[config.mk]
export PLATFORM = sky130hd
export DESIGN_NAME = pcl_cellmap
export DESIGN_NICKNAME = d
export VERILOG_FILES = /design/src/rtl/core/pcl_pkg.sv /design/src/rtl/core/pcl_cellmap.sv
export SDC_FILE = /design/constraint.sdc
export NUM_CORES = 2
export LEC_CHECK = 0
export BUFFER_PORTS_ARGS = -buffer_cell sky130_fd_sc_hd__buf_4
export CAP_MARGIN = 30
export CORE_MARGIN = 5
export CORE_UTILIZATION = 43
export DETAILED_ROUTE_END_ITERATION = 12
export PLACE_DENSITY_LB_ADDON = 0.15
export SYNTH_ARGS = -nofsm -noshare
export SYNTH_HDL_FRONTEND = slang
export SYNTH_SLANG_ARGS = --single-unit
[constraint.sdc]
create_clock -name clk -period 23.7 [get_ports clk]
set_input_delay 2.37 -clock clk [delete_from_list [all_inputs] [get_ports clk]]
set_output_delay 2.37 -clock clk [all_outputs]
set_load 0.05 [all_outputs]
[src/rtl/core/pcl_pkg.sv]
`timescale 1ns / 1ps
`default_nettype none
package pcl_pkg;

  localparam int MAX_CELLS      = 4096;
  localparam int SLOTS_PER_CELL = 8;
  localparam int MAX_PARTICLES  = 4096;
  localparam int MAX_EMIT       = 64;

  localparam int CELL_W  = $clog2(MAX_CELLS);
  localparam int PID_AW  = $clog2(MAX_PARTICLES);
  localparam int SIDX_W  = (SLOTS_PER_CELL > 1) ? $clog2(SLOTS_PER_CELL) : 1;
  localparam int ID_W    = 12;
  localparam int SLOT_W  = ID_W + 1;
  localparam int LIN_W   = 40;
  localparam int CXY_W   = 26;
  localparam int TOT_W   = 8;
  localparam int CLR_W   = $clog2(((MAX_CELLS > MAX_PARTICLES) ? MAX_CELLS : MAX_PARTICLES) + 1);

  typedef logic [SLOT_W-1:0] slot_t;
  typedef slot_t [SLOTS_PER_CELL-1:0] row_t;
  typedef logic [CELL_W:0] home_t;

  typedef struct packed {
    logic              en;
    logic [CELL_W-1:0] addr;
    row_t              data;
  } row_wr_t;

  typedef struct packed {
    logic              en;
    logic [PID_AW-1:0] addr;
    home_t             data;
  } home_wr_t;

  typedef struct packed {
    logic             done;
    logic             ok;
    logic [11:0]      ci;
    logic [11:0]      cj;
    logic [11:0]      ck;
    logic [LIN_W-1:0] lin;
  } map_res_t;

  typedef enum logic [2:0] {
    STS_MOVED = 3'd0,
    STS_SAME  = 3'd1,
    STS_OUT   = 3'd2,
    STS_FULL  = 3'd3,
    STS_NBR   = 3'd4,
    STS_NONE  = 3'd5
  } status_t;

  typedef enum logic [2:0] {
    CFG_ORIGIN_X = 3'd0,
    CFG_ORIGIN_Y = 3'd1,
    CFG_ORIGIN_Z = 3'd2,
    CFG_INV_LEN  = 3'd3,
    CFG_CELLS_X  = 3'd4,
    CFG_CELLS_Y  = 3'd5,
    CFG_CELLS_Z  = 3'd6
  } cfg_idx_t;

  typedef enum logic [2:0] {
    MS_IDLE,
    MS_LOAD,
    MS_MUL,
    MS_USE,
    MS_SUM,
    MS_DONE
  } map_st_t;

  typedef enum logic [3:0] {
    ST_IDLE,
    ST_MAP,
    ST_HOME,
    ST_OLD,
    ST_NEW,
    ST_GRD,
    ST_GCNT,
    ST_GEMIT,
    ST_RESP
  } ctl_st_t;

endpackage
`default_nettype wire

[src/rtl/core/pcl_cellmap.sv]
`timescale 1ns / 1ps
`default_nettype none
module pcl_cellmap (
  input  wire logic        clk,
  input  wire logic        rst_n,
  input  wire logic        start,
  input  wire logic        gather,
  input  wire logic [31:0] pos_x,
  input  wire logic [31:0] pos_y,
  input  wire logic [31:0] pos_z,
  input  wire logic [11:0] q_i,
  input  wire logic [11:0] q_j,
  input  wire logic [11:0] q_k,
  input  wire logic [31:0] origin_x,
  input  wire logic [31:0] origin_y,
  input  wire logic [31:0] origin_z,
  input  wire logic [31:0] inv_len,
  input  wire logic [12:0] cells_x,
  input  wire logic [12:0] cells_y,
  input  wire logic [12:0] cells_z,
  output pcl_pkg::map_res_t res
);
  import pcl_pkg::*;

  map_st_t state_r;
  map_st_t state_nxt;

  logic [2:0]       step_r;
  logic             gather_r;
  logic [64:0]      prod_r;
  logic             neg_r;
  logic             ok_r;
  logic [11:0]      ci_r;
  logic [11:0]      cj_r;
  logic [11:0]      ck_r;
  logic [24:0]      jx_r;
  logic [CXY_W-1:0] cxy_r;
  logic [37:0]      kc_r;
  logic [LIN_W-1:0] lin_r;

  logic [31:0] pos_sel;
  logic [31:0] org_sel;
  logic [12:0] cells_sel;
  logic [33:0] diff;
  logic [33:0] mag;
  logic [32:0] a_op;
  logic [31:0] b_op;
  logic [32:0] ip;
  logic [11:0] c_axis;
  logic        ok_axis;

  always_comb begin
    pos_sel   = pos_x;
    org_sel   = origin_x;
    cells_sel = cells_x;
    case (step_r)
      3'd1: begin
        pos_sel   = pos_y;
        org_sel   = origin_y;
        cells_sel = cells_y;
      end
      3'd2: begin
        pos_sel   = pos_z;
        org_sel   = origin_z;
        cells_sel = cells_z;
      end
      default: begin
        pos_sel   = pos_x;
        org_sel   = origin_x;
        cells_sel = cells_x;
      end
    endcase
    diff = {{2{pos_sel[31]}}, pos_sel} - {{2{org_sel[31]}}, org_sel};
    mag  = diff[33] ? (34'd0 - diff) : diff;
    case (step_r)
      3'd3: begin
        a_op = 33'(cj_r);
        b_op = 32'(cells_x);
      end
      3'd4: begin
        a_op = 33'(cells_x);
        b_op = 32'(cells_y);
      end
      3'd5: begin
        a_op = 33'(ck_r);
        b_op = 32'(cxy_r);
      end
      default: begin
        a_op = mag[32:0];
        b_op = inv_len;
      end
    endcase
    // Truncation toward zero: a negative offset lands in cell 1 or 0 only.
    ip = prod_r[64:32];
    if (neg_r) begin
      ok_axis = (ip <= 33'd1);
      c_axis  = (ip == 33'd0) ? 12'd1 : 12'd0;
    end else begin
      ok_axis = (ip < 33'd4095);
      c_axis  = ip[11:0] + 12'd1;
    end
    ok_axis = ok_axis && ({1'b0, c_axis} < cells_sel);
  end

  always_comb begin
    state_nxt = state_r;
    case (state_r)
      MS_IDLE: if (start) state_nxt = MS_LOAD;
      MS_LOAD: state_nxt = MS_MUL;
      MS_MUL:  state_nxt = MS_USE;
      MS_USE:  state_nxt = (step_r == 3'd5) ? MS_SUM : MS_MUL;
      MS_SUM:  state_nxt = MS_DONE;
      MS_DONE: state_nxt = MS_IDLE;
      default: state_nxt = MS_IDLE;
    endcase
  end

  always_ff @(posedge clk) begin
    if (!rst_n) begin
      state_r <= MS_IDLE;
    end else begin
      state_r <= state_nxt;
    end
  end

  always_ff @(posedge clk) begin
    case (state_r)
      MS_IDLE: begin
        if (start) begin
          gather_r <= gather;
          step_r   <= gather ? 3'd3 : 3'd0;
          ok_r     <= 1'b1;
        end
      end
      MS_LOAD: begin
        if (gather_r) begin
          ci_r <= q_i;
          cj_r <= q_j;
          ck_r <= q_k;
        end
      end
      MS_MUL: begin
        prod_r <= 65'(a_op * b_op);
        neg_r  <= diff[33];
      end
      MS_USE: begin
        case (step_r)
          3'd0: begin ci_r <= c_axis; ok_r <= ok_r & ok_axis; end
          3'd1: begin cj_r <= c_axis; ok_r <= ok_r & ok_axis; end
          3'd2: begin ck_r <= c_axis; ok_r <= ok_r & ok_axis; end
          3'd3: jx_r  <= prod_r[24:0];
          3'd4: cxy_r <= prod_r[CXY_W-1:0];
          default: kc_r <= prod_r[37:0];
        endcase
        step_r <= step_r + 3'd1;
      end
      MS_SUM: begin
        lin_r <= LIN_W'(ci_r) + LIN_W'(jx_r) + LIN_W'(kc_r);
      end
      default: begin
      end
    endcase
  end

  assign res.done = (state_r == MS_DONE);
  assign res.ok   = ok_r;
  assign res.ci   = ci_r;
  assign res.cj   = cj_r;
  assign res.ck   = ck_r;
  assign res.lin  = lin_r;

endmodule
`default_nettype wire

# Word-level counts from Yosys, hierarchy flattened

Cells that the tools add are included.

Add/subtract/negate cells: 6
Multipliers: 1
$lt $le $gt $ge: 3
Eq/ne operators: 16
Multiplexer cells: 27
Bitwise logic cells: 2
Reduce and logical (&&, ||, !) cells: 17

Operators by type and width:

| operator              | count |
|---|---|
| $pmux 32 s2           | 2 |
| $pmux 33 s3           | 1 |
| $pmux 32 s3           | 1 |
| $mux 12               | 7 |
| $pmux 12 s2           | 3 |
| $mul 33x32->65        | 1 |
| $add 26x38->39        | 1 |
| $le 33x1->1 const B   | 1 |
| $logic_not 33->1      | 1 |
| $lt 33x12->1 const B  | 1 |
| $mux 33               | 1 |
| $sub 1x33->33 const A | 1 |
| $sub 32x32->33        | 1 |
| $add 12x25->26        | 1 |
| $pmux 13 s2           | 1 |
| $pmux 3 s5            | 1 |
| $lt 12x13->1          | 1 |
| $add 12x1->12 const B | 1 |
| $eq 3x2->1 const B    | 4 |
| $eq 3x3->1 const B    | 4 |
| $ne 2x2->1 const B    | 6 |
| $reduce_and 3->1      | 4 |
| $reduce_and 2->1      | 5 |
| $mux 3                | 3 |
| 13 further kinds      | 19 |

Bits in registers: 239
Input port bits: 303
Output and inout port bits: 78
Logic and storage cells: 85

# Depth between registers and ports, before layout

Depth in word-level cells: 8
Gate-level depth with buffers: 53
Gate-level depth less buffers: 48

# Least setup slack after synthesis

OpenSTA, ideal clock, no wires.

Path type: input to register
Start point: input origin_y[1]
End point: register prod_r[53], data pin
Library setup time: 0.265 ns
Arrival: 13.371 ns
Data required time: 23.435 ns
Setup slack: 10.064 ns
Stages: 43
Buffers on the path: 2
Cells stage by stage: a22o_1 -> a21oi_1 -> ha_1 -> nor2b_1 -> o2111a_1 -> or3_1 -> xnor2_1 -> or4_1 -> or4_1 -> buf_2 -> nor4_4 -> nand3_1 -> o21ai_1 -> xor2_1 -> clkbuf_1 -> nand2_1 -> fa_1 -> inv_1 -> [7 not listed] -> fa_1 -> inv_1 -> fa_1 -> inv_1 -> fa_1 -> inv_1 -> ha_1 -> nand2_1 -> o31a_1 -> or4_1 -> a31o_2 -> a311oi_1 -> or2_2 -> a31o_2 -> a21oi_1 -> o31a_1 -> o21ai_0 -> xor2_1

Longest elaborated chain between the ends: 6

Ends and longest elaborated chain:

| what                 | RTL line           | RTL |
|---|---|---|
| from (decl)          | pcl_cellmap.sv:15  | `input wire logic [31:0] origin_y,` |
| $pmux 32 s2 (*)      | pcl_cellmap.sv:56  | `case (step_r)` |
| $sub 32x32->33 (*)   | pcl_cellmap.sv:73  | `diff = {{2{pos_sel[31]}}, pos_sel} - {{2{org_sel[31]}}, org_sel};` |
| $sub 1x33->33        | pcl_cellmap.sv:74  | `mag = diff[33] ? (34'd0 - diff) : diff;` |
| $mux 33 (*)          | pcl_cellmap.sv:74  |  |
| $pmux 33 s3 (*)      | pcl_cellmap.sv:75  | `case (step_r)` |
| $mul 33x32->65 (*)   | pcl_cellmap.sv:143 | `prod_r <= 65'(a_op * b_op);` |
| to (signal assigned) | pcl_cellmap.sv:143 |  |
| to (decl)            | pcl_cellmap.sv:30  | `logic [64:0] prod_r;` |

Every way passes the cells marked *; elsewhere a longest branch is shown, timed or not.
A chain may end at the register's enable or synchronous reset.

# Worst setup path after layout

Start point: input pos_z[0]
End point: register prod_r[61], data pin

Longest elaborated chain between the ends: 6

Ends and longest elaborated chain:

| what               | RTL line           | RTL |
|---|---|---|
| from (decl)        | pcl_cellmap.sv:10  | `input wire logic [31:0] pos_z,` |
| $pmux 32 s2 (*)    | pcl_cellmap.sv:56  |  |
| $sub 32x32->33 (*) | pcl_cellmap.sv:73  |  |
| $sub 1x33->33      | pcl_cellmap.sv:74  |  |
| $mux 33 (*)        | pcl_cellmap.sv:74  |  |
| $pmux 33 s3 (*)    | pcl_cellmap.sv:75  |  |
| $mul 33x32->65 (*) | pcl_cellmap.sv:143 |  |

Marked as above.

==> impl_metrics.yaml <==
synth:
  avgSynthCellArea_um2: 8.75
  synthTopCellsByArea: "fa_1 36%, edfxtp_1 14%, ha_1 8.5%"
  ys.flop_type: "edfxtp_1"
  syn_nets: 7532
  synth-async-reset-ratio_pct: 0
  synth_edf_count: 235
  ys_warn_count: 0
  ys_seq_area_share_pct: 13.7
  syn_area_um2: 51900
  synth-seq-cells: 238
  synth_top_area_share_pct: 36.3
  yosysUniqueCellTypes: 83
  synthCells: 5935
  synth_top_area_cell: "fa_1"
sta:
  finalMaxSlewViolations: 0
  max_freq_ghz: 0.0645
  finalHoldViolCount: 0
  worst_slack_ns: 8.21
  grt_setup_unrepaired: "false"
  timing.hold.ws_ns: 0.425
  slew-limit-headroom_pct: 27.9
  period_needed_ns: 15.49
  tightest_slew_ns: 1.07
  clock_skew_ns: 0.0375
  fin_setup_tns_ns: 0
  finalCritPeriodShare_pct: 65.4
  setup_viol: 0
setup_path:
  cp_data_arrival_time_ns: 15.80
  startpoint: "pos_z[0]"
  critPathCapture: "prod_r[61]"
  crit_type: "in2reg"
  critPathCaptureType: "flip-flop"
  r2r-start: "step_r[0]"
  critPathSlowestCell: "a2111o_1"
  start_kind: "input pin"
  crit_path_frequent_cell: "fa_1"
  r2r_slack_ns: 8.39
  cp_slowest_stage_delay_ns: 0.70
  path_max_fanout: 74
  r2r_cells: 44
  r2r_end: "prod_r[61]"
  cp.required_ns: 24.01
drt:
  ant_nets: 0
  dr.pass1.iters: 9
  dr_total_vias: 44400
  finalWirelength_um: 201000
  drtIter0Drc: 4258
  drc: 0
  wl_per_cell_um: 25.9
  viasPerCell: 5.71
layout:
  final_util_pct: 48.1
  fillers: 11800
  layout-drive-gt1-share_pct: 10.6
  layout.nets: 7734
  syn_to_final_growth_pct: 11.1
place:
  place_congestion: 1.00
  dp_slack_ns: 7.86
  portBuffers: 379
  dp_hpwl_um: 162000
clock_tree:
  clock_path_buffers: 3
  insertion_delay_ns: 0.57
  ctsHtreeMaxLevel: 1
  numClockSinks: 238
  cts_resized: 0
  path_clk_slew_ns: 0.06
  root_buffer: "clkbuf_16"
  cts_buffers: 26
  cts_tree: "done"
  post_cts.repair.setup_buffers: 0
  cts_hold_buf: 0
die:
  row_count: 127
  die_w_um: 357
  start_util_pct: 43.3
  die_area_um2: 128000
  ios: 381
  fp.coreArea_um2: 120000
  die_h_um: 357
grt:
  grt_max_degree: 75
  grt_remaining_overflow: 0
  antenna_found_initial: 1
  grt_usage_pct: 31.4
  grt_pass1_vias: 45500
  grt_pass1_wl_um: 298000
run:
  cap_violations: 0
run_status:
  outcome: "finished clean"
hold_path:
  holdCritPathClass: "reg2reg"
worst min path at each step:
stage               start       end  slack (ns)  depth (start not counted)
4_1_cts        prod_r[31]  kc_r[31]        0.42                          0
6_report       prod_r[31]  kc_r[31]        0.42                          0
5_1_grt        prod_r[31]  kc_r[31]        0.46                          0
2_1_floorplan  prod_r[26]  kc_r[26]        0.40                          0
3_5_place_dp   prod_r[31]  kc_r[31]        0.41                          0
3_3_place_gp   prod_r[31]  kc_r[31]        0.41                          0
cells in the mapped netlist (all sizes together), types with 35 or more instances:
library cell and count:
a21o 119, a21oi 205, a22o 43, a22oi 39
a31oi 45, and2 107, buf 53, clkbuf 309
edfxtp 235, fa 940, ha 354, inv 1060
mux2i 35, nand2 810, nand3 192, nand4 37
nor2 477, nor3 166, nor4 37, o21ai 106
o31ai 57, xnor2 106, xor2 58
registers in the layout, indices dropped and copies added (netlist names), 3 cells and up:
register,count
ci_r,12
cxy_r,26
step_r,3
jx_r,25
ck_r,12
prod_r,65
cj_r,12
state_r,3
kc_r,38
lin_r,39
critical path, delay by kind of cell:
family	cells	cell delay (ns)
compound gates	15	4.05
xor+xnor	1	0.16
buf+inv	7	2.04
simple gates	8	1.68
fa+ha+maj	11	5.31
metrics by stage:
stage	instance area [um^2]	instances
detailed placement	56800	7719
global route	57700	7769
global placement	56700	7716
floorplan	51900	5935
CTS	57600	7767
finish	57700	7770
final cells by class:
type / count / area, um^2 / area share [%]
multi-input combinational: 4275 / 39600 / 68.7
sequential: 238 / 7120 / 12.3
timing repair buffer: 536 / 4060 / 7.04
inverter: 1060 / 3980 / 6.90
tap: 1612 / 2020 / 3.50
clock buffer: 32 / 694 / 1.20
clock inverter: 16 / 175 / 0.304
antenna: 1 / 2.50 / 0.00434
routing by layer:
layer	vias to the layer above	GRT usage (%)	routed length, um
met2	2024	51.9	94200
met4	0	13.8	11400
met3	493	4.30	15600
met5	-	0	0
li1	19400	-	-
met1	22500	41.5	80200
cell families after synthesis:
group	after synthesis	synth area share (%)
other	1	0.00722
buffers and inverters	1422	10.4
muxes	40	0.783
xor gates and xnor gates	164	2.83
and+or+nand+nor	1979	17.1
AOI/OAI and AO/OA	797	10.4
DFF	238	13.7
adders and majority gates	1294	44.8
cells in the final DEF (no fill, tap or decap), drive strengths merged, types with 119 or more instances in the layout:
master     n
nor2     477
ha       354
buf      535
nor3     166
inv     1061
nand2    810
a21oi    205
nand3    192
edfxtp   235
fa       940
a21o     119
Power is left out: the tool's default activity adds up to more than one toggle a clock period on the data nets, which glitch-free logic cannot reach.
